--- config.mk ---
export PLATFORM = sky130hd
export DESIGN_NAME = mqtt_packet_ack_responder
export DESIGN_NICKNAME = d
export VERILOG_FILES = /design/src/rtl/mqar_pkg.sv /design/src/rtl/mqar_front.sv /design/src/rtl/mqar_fifo.sv /design/src/rtl/mqar_back.sv /design/src/rtl/mqtt_packet_ack_responder.sv
export SDC_FILE = /design/constraint.sdc
export NUM_CORES = 1
export LEC_CHECK = 0
export ABC_AREA = 1
export BUFFER_PORTS_ARGS = -buffer_cell sky130_fd_sc_hd__buf_2
export CAP_MARGIN = 20
export CORE_ASPECT_RATIO = 1.25
export CORE_MARGIN = 2
export CORE_UTILIZATION = 49
export CTS_CLUSTER_DIAMETER = 60
export DETAILED_ROUTE_END_ITERATION = 12
export SLEW_MARGIN = 0
export SYNTH_ARGS = -nofsm -noshare
export SYNTH_HDL_FRONTEND = slang
export SYNTH_SLANG_ARGS = --single-unit
--- constraint.sdc ---
create_clock -name clk -period 3.53 [get_ports clk]
set_clock_uncertainty 0.05 [all_clocks]
set_input_delay 0.8825 -clock clk [delete_from_list [all_inputs] [get_ports clk]]
set_output_delay 0.8825 -clock clk [all_outputs]
set_load 0.01 [all_outputs]
--- src/rtl/mqar_pkg.sv ---
package mqar_pkg;

    // mqtt control packet types (upper nibble of the fixed header)
    localparam logic [3:0] PKT_CONNECT   = 4'd1;
    localparam logic [3:0] PKT_CONNACK   = 4'd2;
    localparam logic [3:0] PKT_PUBLISH   = 4'd3;
    localparam logic [3:0] PKT_PUBACK    = 4'd4;
    localparam logic [3:0] PKT_PUBREC    = 4'd5;
    localparam logic [3:0] PKT_SUBSCRIBE = 4'd8;
    localparam logic [3:0] PKT_SUBACK    = 4'd9;

    localparam logic [7:0] GRANT_FAILURE    = 8'h80;
    localparam logic [7:0] QOS_GRANT_MAX    = 8'd2;
    localparam logic [7:0] ACK_REMAINING    = 8'd2;
    localparam logic [7:0] CONNACK_ACCEPTED = 8'h00;
    localparam logic [1:0] QOS_AT_LEAST     = 2'd1;
    localparam logic [1:0] QOS_EXACTLY      = 2'd2;

    localparam int QUEUE_DEPTH = 2;
    localparam logic [1:0] HEAD_LAST = 2'd3;

    typedef enum logic [2:0] {
        PH_HEADER,
        PH_LENGTH,
        PH_ID_HI,
        PH_ID_LO,
        PH_SLEN_HI,
        PH_SLEN_LO,
        PH_STRING,
        PH_TAIL
    } phase_t;

    typedef enum logic [1:0] {
        RK_CONNACK,
        RK_SUBACK,
        RK_PUBACK,
        RK_PUBREC
    } reply_kind_t;

    typedef struct packed {
        reply_kind_t kind;
        logic [15:0] packet_id;
    } reply_t;

    typedef enum logic [1:0] {
        BK_IDLE,
        BK_HEAD,
        BK_CODES
    } back_state_t;

    function automatic logic [7:0] header_byte(input reply_kind_t kind);
        logic [7:0] b;
        unique case (kind)
            RK_CONNACK: b = {PKT_CONNACK, 4'h0};
            RK_SUBACK:  b = {PKT_SUBACK, 4'h0};
            RK_PUBACK:  b = {PKT_PUBACK, 4'h0};
            RK_PUBREC:  b = {PKT_PUBREC, 4'h0};
        endcase
        return b;
    endfunction

endpackage

--- src/rtl/mqar_front.sv ---
module mqar_front #(
    parameter int MAX_TOPICS = 16,
    parameter int CW = 5,
    parameter int AW = 4
) (
    input  logic                clk,
    input  logic                rst_n,
    input  logic                rx_valid,
    output logic                rx_stall,
    input  logic [7:0]          rx_byte,
    input  logic                q_full,
    output logic                q_push,
    output mqar_pkg::reply_t    q_reply,
    output logic [CW-1:0]       q_count,
    input  logic                suback_done,
    output logic                gw_en,
    output logic [AW-1:0]       gw_addr,
    output logic [7:0]          gw_data
);

    localparam int PW = $clog2(mqar_pkg::QUEUE_DEPTH + 2);

    mqar_pkg::phase_t phase_reg, phase_next;
    logic [3:0]       kind_reg, kind_next;
    logic [1:0]       qos_reg, qos_next;
    logic [7:0]       bytes_left_reg, bytes_left_next;
    logic [15:0]      string_left_reg, string_left_next;
    logic [15:0]      packet_id_reg, packet_id_next;
    logic [CW-1:0]    topic_count_reg, topic_count_next;
    logic [PW-1:0]    pending_reg, pending_next;

    logic             accept;
    logic             topic_byte;
    logic             finish;
    logic             room;
    logic             suback_push;
    mqar_pkg::phase_t after_string;

    assign topic_byte = (phase_reg == mqar_pkg::PH_TAIL) && (kind_reg == mqar_pkg::PKT_SUBSCRIBE);
    // a topic code may not overwrite the store while an earlier suback still reads it
    assign rx_stall   = q_full || (topic_byte && (pending_reg != '0));
    assign accept     = rx_valid && !rx_stall;
    assign room       = topic_count_reg < CW'(MAX_TOPICS);

    assign after_string = ((kind_reg != mqar_pkg::PKT_SUBSCRIBE) && (qos_reg != 2'd0))
                        ? mqar_pkg::PH_ID_HI : mqar_pkg::PH_TAIL;

    always_comb
    begin
        finish = 1'b0;
        if (accept)
        begin
            if (phase_reg == mqar_pkg::PH_LENGTH)
            begin
                finish = (rx_byte == 8'd0);
            end
            else if (phase_reg != mqar_pkg::PH_HEADER)
            begin
                finish = (bytes_left_reg == 8'd1);
            end
        end
    end

    // parser next state
    always_comb
    begin
        phase_next       = phase_reg;
        kind_next        = kind_reg;
        qos_next         = qos_reg;
        bytes_left_next  = bytes_left_reg;
        string_left_next = string_left_reg;
        packet_id_next   = packet_id_reg;
        topic_count_next = topic_count_reg;
        if (accept)
        begin
            unique case (phase_reg)
                mqar_pkg::PH_HEADER:
                begin
                    kind_next        = rx_byte[7:4];
                    qos_next         = rx_byte[2:1];
                    packet_id_next   = '0;
                    string_left_next = '0;
                    topic_count_next = '0;
                    phase_next       = mqar_pkg::PH_LENGTH;
                end
                mqar_pkg::PH_LENGTH:
                begin
                    bytes_left_next = rx_byte;
                    if (kind_reg == mqar_pkg::PKT_SUBSCRIBE)
                    begin
                        phase_next = mqar_pkg::PH_ID_HI;
                    end
                    else if (kind_reg == mqar_pkg::PKT_PUBLISH)
                    begin
                        phase_next = mqar_pkg::PH_SLEN_HI;
                    end
                    else
                    begin
                        phase_next = mqar_pkg::PH_TAIL;
                    end
                end
                mqar_pkg::PH_ID_HI:
                begin
                    packet_id_next = {8'h00, rx_byte};
                    phase_next     = mqar_pkg::PH_ID_LO;
                end
                mqar_pkg::PH_ID_LO:
                begin
                    packet_id_next = {packet_id_reg[7:0], rx_byte};
                    phase_next     = (kind_reg == mqar_pkg::PKT_SUBSCRIBE)
                                   ? mqar_pkg::PH_SLEN_HI : mqar_pkg::PH_TAIL;
                end
                mqar_pkg::PH_SLEN_HI:
                begin
                    string_left_next = {rx_byte, 8'h00};
                    phase_next       = mqar_pkg::PH_SLEN_LO;
                end
                mqar_pkg::PH_SLEN_LO:
                begin
                    string_left_next = {string_left_reg[15:8], rx_byte};
                    phase_next       = ({string_left_reg[15:8], rx_byte} == 16'd0)
                                     ? after_string : mqar_pkg::PH_STRING;
                end
                mqar_pkg::PH_STRING:
                begin
                    string_left_next = string_left_reg - 16'd1;
                    if (string_left_reg == 16'd1)
                    begin
                        phase_next = after_string;
                    end
                end
                mqar_pkg::PH_TAIL:
                begin
                    if (kind_reg == mqar_pkg::PKT_SUBSCRIBE)
                    begin
                        if (room)
                        begin
                            topic_count_next = topic_count_reg + CW'(1);
                        end
                        phase_next = mqar_pkg::PH_SLEN_HI;
                    end
                end
            endcase
            if ((phase_reg != mqar_pkg::PH_HEADER) && (phase_reg != mqar_pkg::PH_LENGTH))
            begin
                bytes_left_next = bytes_left_reg - 8'd1;
            end
            if (finish)
            begin
                phase_next = mqar_pkg::PH_HEADER;
            end
        end
    end

    // request into the reply queue and topic code writes
    always_comb
    begin
        q_push            = 1'b0;
        q_reply.kind      = mqar_pkg::RK_CONNACK;
        q_reply.packet_id = packet_id_next;
        q_count           = topic_count_next;
        if (finish)
        begin
            if (kind_reg == mqar_pkg::PKT_CONNECT)
            begin
                q_push = 1'b1;
            end
            else if (kind_reg == mqar_pkg::PKT_SUBSCRIBE)
            begin
                q_push       = 1'b1;
                q_reply.kind = mqar_pkg::RK_SUBACK;
            end
            else if (kind_reg == mqar_pkg::PKT_PUBLISH)
            begin
                if (qos_reg == mqar_pkg::QOS_AT_LEAST)
                begin
                    q_push       = 1'b1;
                    q_reply.kind = mqar_pkg::RK_PUBACK;
                end
                else if (qos_reg == mqar_pkg::QOS_EXACTLY)
                begin
                    q_push       = 1'b1;
                    q_reply.kind = mqar_pkg::RK_PUBREC;
                end
            end
        end
        gw_en   = accept && topic_byte && room;
        gw_addr = topic_count_reg[AW-1:0];
        gw_data = (rx_byte <= mqar_pkg::QOS_GRANT_MAX) ? rx_byte : mqar_pkg::GRANT_FAILURE;
    end

    assign suback_push  = q_push && (q_reply.kind == mqar_pkg::RK_SUBACK);
    assign pending_next = pending_reg + PW'(suback_push) - PW'(suback_done);

    always_ff @(posedge clk or negedge rst_n)
    begin
        if (!rst_n)
        begin
            phase_reg       <= mqar_pkg::PH_HEADER;
            kind_reg        <= '0;
            qos_reg         <= '0;
            bytes_left_reg  <= '0;
            string_left_reg <= '0;
            packet_id_reg   <= '0;
            topic_count_reg <= '0;
            pending_reg     <= '0;
        end
        else
        begin
            phase_reg       <= phase_next;
            kind_reg        <= kind_next;
            qos_reg         <= qos_next;
            bytes_left_reg  <= bytes_left_next;
            string_left_reg <= string_left_next;
            packet_id_reg   <= packet_id_next;
            topic_count_reg <= topic_count_next;
            pending_reg     <= pending_next;
        end
    end

endmodule

--- src/rtl/mqar_fifo.sv ---
module mqar_fifo #(
    parameter int WIDTH = 23,
    parameter int DEPTH = 2
) (
    input  logic             clk,
    input  logic             rst_n,
    input  logic             push,
    input  logic [WIDTH-1:0] push_data,
    input  logic             pop,
    output logic [WIDTH-1:0] pop_data,
    output logic             full,
    output logic             empty
);

    localparam int PW = (DEPTH > 1) ? $clog2(DEPTH) : 1;
    localparam int NW = $clog2(DEPTH + 1);

    logic [WIDTH-1:0] slot_reg [DEPTH];
    logic [PW-1:0]    wr_ptr_reg, wr_ptr_next;
    logic [PW-1:0]    rd_ptr_reg, rd_ptr_next;
    logic [NW-1:0]    fill_reg, fill_next;

    assign full     = (fill_reg == NW'(DEPTH));
    assign empty    = (fill_reg == '0);
    assign pop_data = slot_reg[rd_ptr_reg];

    always_comb
    begin
        wr_ptr_next = wr_ptr_reg;
        rd_ptr_next = rd_ptr_reg;
        if (push)
        begin
            wr_ptr_next = (wr_ptr_reg == PW'(DEPTH - 1)) ? '0 : wr_ptr_reg + PW'(1);
        end
        if (pop)
        begin
            rd_ptr_next = (rd_ptr_reg == PW'(DEPTH - 1)) ? '0 : rd_ptr_reg + PW'(1);
        end
        fill_next = fill_reg + NW'(push) - NW'(pop);
    end

    always_ff @(posedge clk)
    begin
        if (push)
        begin
            slot_reg[wr_ptr_reg] <= push_data;
        end
    end

    always_ff @(posedge clk or negedge rst_n)
    begin
        if (!rst_n)
        begin
            wr_ptr_reg <= '0;
            rd_ptr_reg <= '0;
            fill_reg   <= '0;
        end
        else
        begin
            wr_ptr_reg <= wr_ptr_next;
            rd_ptr_reg <= rd_ptr_next;
            fill_reg   <= fill_next;
        end
    end

endmodule

--- src/rtl/mqar_back.sv ---
module mqar_back #(
    parameter int MAX_TOPICS = 16,
    parameter int CW = 5,
    parameter int AW = 4
) (
    input  logic                clk,
    input  logic                rst_n,
    input  logic                q_empty,
    output logic                q_pop,
    input  mqar_pkg::reply_t    q_reply,
    input  logic [CW-1:0]       q_count,
    input  logic                gw_en,
    input  logic [AW-1:0]       gw_addr,
    input  logic [7:0]          gw_data,
    output logic                suback_done,
    output logic                tx_valid,
    input  logic                tx_stall,
    output logic [7:0]          tx_byte,
    output logic                frame_end
);

    mqar_pkg::back_state_t state_reg, state_next;
    logic [1:0]            hidx_reg, hidx_next;
    logic [CW-1:0]         code_idx_reg, code_idx_next;
    mqar_pkg::reply_t      frame_reg;
    logic [CW-1:0]         frame_count_reg;

    logic [7:0]            grant_mem [MAX_TOPICS];
    logic [7:0]            rd_data_reg;

    logic                  out_valid_reg;
    logic [7:0]            out_byte_reg;
    logic                  out_last_reg;

    logic                  load;
    logic                  emit;
    logic [7:0]            cur_byte;
    logic                  cur_last;

    // output register may take a new byte when empty or being drained
    assign load = !out_valid_reg || !tx_stall;

    // byte selection for the current frame position
    always_comb
    begin
        cur_byte = rd_data_reg;
        cur_last = 1'b0;
        emit     = 1'b0;
        unique case (state_reg)
            mqar_pkg::BK_IDLE:
            begin
                emit = 1'b0;
            end
            mqar_pkg::BK_HEAD:
            begin
                emit = load;
                unique case (hidx_reg)
                    2'd0: cur_byte = mqar_pkg::header_byte(frame_reg.kind);
                    2'd1: cur_byte = (frame_reg.kind == mqar_pkg::RK_SUBACK)
                                   ? mqar_pkg::ACK_REMAINING + 8'(frame_count_reg)
                                   : mqar_pkg::ACK_REMAINING;
                    2'd2: cur_byte = (frame_reg.kind == mqar_pkg::RK_CONNACK)
                                   ? mqar_pkg::CONNACK_ACCEPTED : frame_reg.packet_id[15:8];
                    2'd3: cur_byte = (frame_reg.kind == mqar_pkg::RK_CONNACK)
                                   ? mqar_pkg::CONNACK_ACCEPTED : frame_reg.packet_id[7:0];
                endcase
                cur_last = (hidx_reg == mqar_pkg::HEAD_LAST)
                        && ((frame_reg.kind != mqar_pkg::RK_SUBACK) || (frame_count_reg == '0));
            end
            mqar_pkg::BK_CODES:
            begin
                emit     = load;
                cur_byte = rd_data_reg;
                cur_last = (code_idx_reg + CW'(1)) == frame_count_reg;
            end
            default:
            begin
                emit = 1'b0;
            end
        endcase
    end

    // frame sequencer next state
    always_comb
    begin
        state_next    = state_reg;
        hidx_next     = hidx_reg;
        code_idx_next = code_idx_reg;
        q_pop         = 1'b0;
        suback_done   = 1'b0;
        unique case (state_reg)
            mqar_pkg::BK_IDLE:
            begin
                if (!q_empty)
                begin
                    q_pop         = 1'b1;
                    state_next    = mqar_pkg::BK_HEAD;
                    hidx_next     = '0;
                    code_idx_next = '0;
                end
            end
            mqar_pkg::BK_HEAD:
            begin
                if (load)
                begin
                    if (hidx_reg == mqar_pkg::HEAD_LAST)
                    begin
                        if (cur_last)
                        begin
                            state_next  = mqar_pkg::BK_IDLE;
                            suback_done = (frame_reg.kind == mqar_pkg::RK_SUBACK);
                        end
                        else
                        begin
                            state_next = mqar_pkg::BK_CODES;
                        end
                    end
                    else
                    begin
                        hidx_next = hidx_reg + 2'd1;
                    end
                end
            end
            mqar_pkg::BK_CODES:
            begin
                if (load)
                begin
                    if (cur_last)
                    begin
                        state_next  = mqar_pkg::BK_IDLE;
                        suback_done = 1'b1;
                    end
                    else
                    begin
                        code_idx_next = code_idx_reg + CW'(1);
                    end
                end
            end
            default:
            begin
                state_next = mqar_pkg::BK_IDLE;
            end
        endcase
    end

    // grant code store, read one code ahead of its use
    always_ff @(posedge clk)
    begin
        if (gw_en)
        begin
            grant_mem[gw_addr] <= gw_data;
        end
        rd_data_reg <= grant_mem[code_idx_next[AW-1:0]];
    end

    always_ff @(posedge clk)
    begin
        if (q_pop)
        begin
            frame_reg       <= q_reply;
            frame_count_reg <= q_count;
        end
        if (emit)
        begin
            out_byte_reg <= cur_byte;
            out_last_reg <= cur_last;
        end
    end

    always_ff @(posedge clk or negedge rst_n)
    begin
        if (!rst_n)
        begin
            state_reg     <= mqar_pkg::BK_IDLE;
            hidx_reg      <= '0;
            code_idx_reg  <= '0;
            out_valid_reg <= 1'b0;
        end
        else
        begin
            state_reg    <= state_next;
            hidx_reg     <= hidx_next;
            code_idx_reg <= code_idx_next;
            if (load)
            begin
                out_valid_reg <= emit;
            end
        end
    end

    assign tx_valid  = out_valid_reg;
    assign tx_byte   = out_byte_reg;
    assign frame_end = out_last_reg;

endmodule

--- src/rtl/mqtt_packet_ack_responder.sv ---
// Parses a received MQTT byte stream (fixed header, one length byte, body) and sends
// reply frames: CONNACK for CONNECT, SUBACK with one grant code per topic for SUBSCRIBE,
// PUBACK or PUBREC for PUBLISH at QoS 1 or 2. The parser takes one byte per cycle; it
// stalls only when its two-entry reply queue is full, or on a topic QoS byte while an
// earlier SUBACK still waits or is still being sent, since both share the grant code
// store. Reply frames leave one byte per cycle while tx_stall is low, idling between
// frames during each reply queue pop. Up to MAX_TOPICS topics per SUBSCRIBE are answered,
// later ones are parsed and dropped. The grant code store needs no clearing after reset.
module mqtt_packet_ack_responder #(
    parameter int MAX_TOPICS = 16
) (
    input  logic       clk,
    input  logic       rst_n,
    input  logic       rx_valid,
    output logic       rx_stall,
    input  logic [7:0] rx_byte,
    output logic       tx_valid,
    input  logic       tx_stall,
    output logic [7:0] tx_byte,
    output logic       frame_end
);

    localparam int CW = $clog2(MAX_TOPICS + 1);
    localparam int AW = (MAX_TOPICS > 1) ? $clog2(MAX_TOPICS) : 1;
    localparam int QW = $bits(mqar_pkg::reply_t) + CW;

    logic             q_push;
    logic             q_pop;
    logic             q_full;
    logic             q_empty;
    mqar_pkg::reply_t push_reply;
    logic [CW-1:0]    push_count;
    mqar_pkg::reply_t pop_reply;
    logic [CW-1:0]    pop_count;
    logic             suback_done;
    logic             gw_en;
    logic [AW-1:0]    gw_addr;
    logic [7:0]       gw_data;

    mqar_front #(
        .MAX_TOPICS (MAX_TOPICS),
        .CW         (CW),
        .AW         (AW)
    ) u_front (
        .clk         (clk),
        .rst_n       (rst_n),
        .rx_valid    (rx_valid),
        .rx_stall    (rx_stall),
        .rx_byte     (rx_byte),
        .q_full      (q_full),
        .q_push      (q_push),
        .q_reply     (push_reply),
        .q_count     (push_count),
        .suback_done (suback_done),
        .gw_en       (gw_en),
        .gw_addr     (gw_addr),
        .gw_data     (gw_data)
    );

    mqar_fifo #(
        .WIDTH (QW),
        .DEPTH (mqar_pkg::QUEUE_DEPTH)
    ) u_fifo (
        .clk       (clk),
        .rst_n     (rst_n),
        .push      (q_push),
        .push_data ({push_count, push_reply}),
        .pop       (q_pop),
        .pop_data  ({pop_count, pop_reply}),
        .full      (q_full),
        .empty     (q_empty)
    );

    mqar_back #(
        .MAX_TOPICS (MAX_TOPICS),
        .CW         (CW),
        .AW         (AW)
    ) u_back (
        .clk         (clk),
        .rst_n       (rst_n),
        .q_empty     (q_empty),
        .q_pop       (q_pop),
        .q_reply     (pop_reply),
        .q_count     (pop_count),
        .gw_en       (gw_en),
        .gw_addr     (gw_addr),
        .gw_data     (gw_data),
        .suback_done (suback_done),
        .tx_valid    (tx_valid),
        .tx_stall    (tx_stall),
        .tx_byte     (tx_byte),
        .frame_end   (frame_end)
    );

`ifndef SYNTHESIS
    a_no_push_when_full: assert property (@(posedge clk) disable iff (!rst_n)
        q_push |-> !q_full)
        else $error("reply request pushed into a full queue");

    a_no_pop_when_empty: assert property (@(posedge clk) disable iff (!rst_n)
        q_pop |-> !q_empty)
        else $error("reply request popped from an empty queue");

    a_pop_needs_idle_output: assert property (@(posedge clk) disable iff (!rst_n)
        q_pop |=> !(tx_valid && frame_end && $rose(tx_valid)))
        else $error("frame end shown right after a pop");
`endif

endmodule
Word level (Yosys, flattened, before mapping)
Memories as Yosys holds them, arrays and structs flattened. A register that Yosys moved wholly into a read port is not among the register bits.
Cells that the tools add are included.
W data, S select, Z words.
{ "word_totals": {"input_bits": 12, "memories": 2, "out_inout_bits": 11, "word_cells": 184, "ramBits": 174, "ff_bits": 79} }
{ "classes": {"reduce_logical": 40, "eq_ne": 37, "n_lt_le_gt_ge": 2, "add_sub_neg": 12, "n_mux": 71, "bitwise_logic": 1} }
{ "mem_list": {"columns": ["name", "depth", "word_bits", "rd", "rd_clocked_by_memory_dff", "wr", "line_no", "text"], "rows": [
  ["u_back.grant_mem", 16, 8, 1, 1, 1, "mqar_back.sv:28", "logic [7:0] grant_mem [MAX_TOPICS];"],
  ["u_fifo.slot_reg", 2, 23, 1, 1, 1, "mqar_fifo.sv:18", "logic [WIDTH-1:0] slot_reg [DEPTH];"]
]} }
{ "ops": {"columns": ["cell", "n"], "rows": [
  ["$pmux W16 S4", 1],
  ["$pmux W8 S4", 2],
  ["$mux W8", 7],
  ["$pmux W16 S3", 1],
  ["$mux W2", 17],
  ["$mux W5", 6],
  ["$pmux W3 S8", 1],
  ["$mux W1", 23],
  ["$pmux W5 S2", 2],
  ["$mux W3", 6],
  ["$eq A16 B1 Y1 const B", 1],
  ["$logic_not A16 Y1", 1],
  ["$mux W16", 1],
  ["$sub A16 B1 Y16 const B", 1],
  ["$eq A2 B2 Y1 const B", 7],
  ["$eq A3 B3 Y1 const B", 4],
  ["$add A5 B1 Y5 const B", 2],
  ["$eq A2 B1 Y1 const B", 5],
  ["$ne A2 B1 Y1 const B", 5],
  ["$reduce_bool A2 Y1", 5],
  ["$logic_and A1 B1 Y1", 9],
  ["$eq A8 B1 Y1 const B", 1],
  ["$le A8 B2 Y1 const B", 1],
  ["$logic_not A2 Y1", 4],
  ["33 further kinds", 50]
]} }

Longest topological paths before layout
{ "depth": {"ltp_word": 12, "mapped_depth": 22, "ltp_nobuf": 20} }

Modules after synthesis
Synthesis repeated with hierarchy kept, for this count alone.
{ "hier_totals": {"cells_unflattened": 1404, "area_unflattened_um2": 13529.2} }
{ "modules_own_cells": {"columns": ["mod", "n_inst", "cells_each", "seq_area_each_um2", "area_per_inst_um2"], "rows": [
  ["mqar_back", 1, 761, 5215.0, 7930.1],
  ["mqar_front", 1, 498, 1401.3, 3634.7],
  ["mqar_fifo", 1, 145, 1481.4, 1964.4]
]} }

Worst setup path after synthesis
OpenSTA, ideal clock, no wires.
{ "synth_timing": {"path_type": "input-to-reg", "startpoint": "in rx_byte[6]", "endpoint": "mem u_back.grant_mem[0][0], data pin", "n_path_buf": 0, "setup_time_ns": 0.278, "t_required_ns": 3.202, "slack_ns": -0.012, "path_stages": 5, "arrival_time_ns": 3.214, "cell_sequence": "nor4_1 -> inv_1 -> nor4_1 -> a31oi_1 -> nor2_1"} }
{ "synth_between": {"elab_chain_cells": 2} }
{ "synth_lines": {"columns": ["element", "line_no", "text"], "rows": [
  ["start, declared", "mqtt_packet_ack_responder.sv:16", "input logic [7:0] rx_byte,"],
  ["$le A8 B2 Y1", "mqar_front.sv:189", "gw_data = (rx_byte <= mqar_pkg::QOS_GRANT_MAX) ? rx_byte : mqar_pkg::GRANT_FAILURE;"],
  ["$mux W8", "mqar_front.sv:189", null],
  ["net gw_data[0]", "mqtt_packet_ack_responder.sv:38", "logic [7:0] gw_data;"],
  ["end, declared", "mqar_back.sv:28", null]
]} }
The timed path passes the listed nets, and every way through them passes these cells.

Worst setup path in the final report
{ "layout_timing": {"startpoint": "reg u_front.kind_reg[1]", "endpoint": "out rx_stall"} }
{ "layout_between": {"elab_chain_cells": 4} }
{ "layout_lines": {"columns": ["element", "line_no", "text"], "rows": [
  ["start, declared", "mqar_front.sv:24", "logic [3:0] kind_reg, kind_next;"],
  ["start signal, assigned", "mqar_front.sv:211", "kind_reg <= kind_next;"],
  ["$eq A4 B4 Y1", "mqar_front.sv:39", "assign topic_byte = (phase_reg == mqar_pkg::PH_TAIL) && (kind_reg == mqar_pkg::PKT_SUBSCRIBE);"],
  ["$logic_and A1 B1 Y1", "mqar_front.sv:39", null],
  ["$logic_and A1 B1 Y1", "mqar_front.sv:41", "assign rx_stall = q_full || (topic_byte && (pending_reg != '0));"],
  ["$logic_or A1 B1 Y1", "mqar_front.sv:41", null],
  ["end, declared", "mqtt_packet_ack_responder.sv:15", "output logic rx_stall,"]
]} }
No other way between the ends.

==> flow_metrics.env <==
export IMPL_drt_iter0_drc=677
export IMPL_synth_seq_cells=284
export IMPL_io_pins=23
export IMPL_core_area_um2=26600
export IMPL_fin_total_pwr_w=0.0126
export IMPL_syn_avg_cell_area_um2=9.96
export IMPL_critPathMaxFanout=5
export IMPL_nets=1479
export IMPL_synth_area_um2=13100
export IMPL_synth_cells=1318
export IMPL_report_final_hold_viol_count=0
export IMPL_die_area_um2=28100
export IMPL_path_cells="nor4_2 > o211ai_1 > nand2_1 > buf_2"
export IMPL_gr_total_overflow=0
export IMPL_grt_pass1_wl_um=46900
export IMPL_firstDrtPassIters=7
export IMPL_start_util_pct=49.4
export IMPL_placed_cell_area_um2=14000
export IMPL_cts_made_buffers=28
export IMPL_p_leak_nw=6.50
export IMPL_yosysTopAreaCell="edfxtp_1"
export IMPL_rsz0062_at_grt="no"
export IMPL_fin_area_um2=15000
export IMPL_cts_resized=0
export IMPL_die_w_um=150
export IMPL_worstSetupStartpointType="flop"
export IMPL_critical_path_required_ns=2.60
export IMPL_worst_pin_slew_ns=0.966
export IMPL_htree_num_levels=1
export IMPL_final_antenna_net_count=0
export IMPL_synthArstFlopShare_pct=24.6
export IMPL_crit_type="flop to output port"
export IMPL_gp_congestion=0.866
export IMPL_drive_gt1_share_pct=9.62
export IMPL_area_growth_pct=14.6
export IMPL_largest_register_ffs=128
export IMPL_drc=0
export IMPL_n_antenna_cell=0
export IMPL_fin_crit_ns=2.94
export IMPL_drt_wl_total_um=29400
export IMPL_vdd_drop_max_mv=0.599
export IMPL_grt_pass1_vias=8965
export IMPL_status="completed"
export IMPL_grt_start_max_net_pins=71
export IMPL_end_kind="output port"
export IMPL_synth_main_ff_cell="edfxtp_1"
export IMPL_synth_warnings=0
export IMPL_grt_use_total_pct=21.5
export IMPL_holdWs_ns=0.399
export IMPL_postCtsSetupBuffers=0
export IMPL_critPathSlowestCell="nor4_2"
export IMPL_synth_area_leaders="edfxtp_1 47%, dfrtp_1 13%, nand3_1 6.9%, nand2_1 6.9%, inv_1 6.2%"
export IMPL_yosys_area_top_type_share_pct=47.1
export IMPL_setup_viol=0
export IMPL_power_density_nw_per_um2=840
export IMPL_netlist_top_cells_count="240 x nand2_1, 218 x inv_1, 206 x edfxtp_1"
export IMPL_antenna_found_initial=0
export IMPL_critPathArrivalTime_ns=2.01
export IMPL_setup_tns_ns=0
export IMPL_cts_tree="done"
export IMPL_yosysSeqAreaShare_pct=61.7
export IMPL_max_freq_mhz=340
export IMPL_wl_per_cell_um=16.2
export IMPL_port_buffers=22
export IMPL_worstSkewPairLatency_ns=0.54
export IMPL_dp_hpwl_um=20200
export IMPL_clock_path_buffers=3
export IMPL_num_vias=9154
export IMPL_clock_root_buffer="clkbuf_16"
export IMPL_synth_edf_count=206
export IMPL_worst_path_largest_cell_delay_ns=0.55
export IMPL_period_share_pct=83.2
export IMPL_die_y_um=187
export IMPL_synth_most_common_cell="nand2_1"
export IMPL_hold_path_class="input port to async pin"
export IMPL_vias_per_cell=5.05
export IMPL_path_clk_slew_ns=0.06
export IMPL_synthDistinctLibCells=48
export IMPL_slew_viol_final=0
export IMPL_max_slew_margin_pct=35.6
export IMPL_max_cap_violations=0
export IMPL_ctsHoldBuffers=0
export IMPL_clock_sinks=284
export IMPL_rows=67
critical path: cells and delay by family, from the launching register on:
family	cells	cell delay, ns
AO/OA/AOI/OAI	1	0.22
buffers and inverters	1	0.14
flip-flops	1	0.40
AND/OR/NAND/NOR	2	0.70
kinds of logic after synthesis:
kind of cell	count (synthesis)	share of synthesized area (%)
compound gates	147	6.70
xor+xnor	8	0.534
fa+ha+maj	23	2.19
buf+inv	267	8.41
flops	284	61.7
mux	1	0.0858
other cells	1	0.0286
simple gates	587	20.4
power breakdown:
part           switching [W]  internal [W]  leakage [nW]  total (W)
registers           0.000343       0.00433          2.90    0.00467
clock network        0.00128       0.00191         0.482    0.00319
logic                0.00326       0.00151          3.12    0.00478
through the flow:
stage	setup WS [ns]	utilization [%]	instances
after detailed placement	0.260	52.8	1759
final	0.591	56.6	1811
after floorplan	0.0119	-	1397
after global routing	0.301	56.6	1811
after CTS	0.581	56.6	1811
after global placement	0.303	52.8	1759
path summary, 6_finish.rpt:
path,start,endpoint,slack [ns],depth (start not counted)
max in group asynchronous,rst_n,u_back.code_idx_reg[1],2.35,1
worst min-delay path,rst_n,u_front.string_left_reg[14],0.40,1
worst min register to register,u_fifo.slot_reg[0][12],u_back.frame_reg[12],0.46,2
worst max register to register,u_back.state_reg[0],u_back.rd_data_reg[5],0.63,18
worst max-delay path,u_front.kind_reg[1],rx_stall,0.59,4
min in group clk,u_fifo.slot_reg[0][12],u_back.frame_reg[12],0.46,2
area by class of cell:
class / instances / area, um^2
Sequential cell: 284 / 8100
Fill cell: 2305 / 11500
Timing Repair Buffer: 61 / 430
Tap cell: 345 / 432
Inverter: 223 / 837
Clock inverter: 19 / 218
Multi-Input combinational cell: 846 / 4240
Clock buffer: 33 / 793
layout by cell type (no fill, tap or decap), types with 4 or more instances in the layout:
cell and n:
nand2_1 239, inv_1 218, edfxtp_1 206, nand3_1 182
nor2_1 85, conb_1 80, dfrtp_1 70, o21ai_0 61
buf_4 38, nand3b_1 32, clkbuf_16 31, o22ai_1 30
ha_1 23, a21oi_1 21, buf_2 21, nand2_2 17
nor3_1 10, dfxtp_1 8, nand4_1 7, a22o_1 7
a22oi_1 5, clkinv_1 5, clkinvlp_4 5, nor2_2 4
nor4_1 4, xnor2_1 4, xor2_1 4, bufinv_16 4
clkinv_2 4
per-layer routing:
metal	track usage, %	wire length [um]	share of wire (%)	up-vias
li1	-	-	-	4600
met1	29.5	12800	44	4365
met2	36.9	15000	51	163
met3	2.54	1210	4.1	26
met4	4.61	416	1.4	0
met5	0	0	0	-
Note: power is estimated with default switching activity, not from simulation.
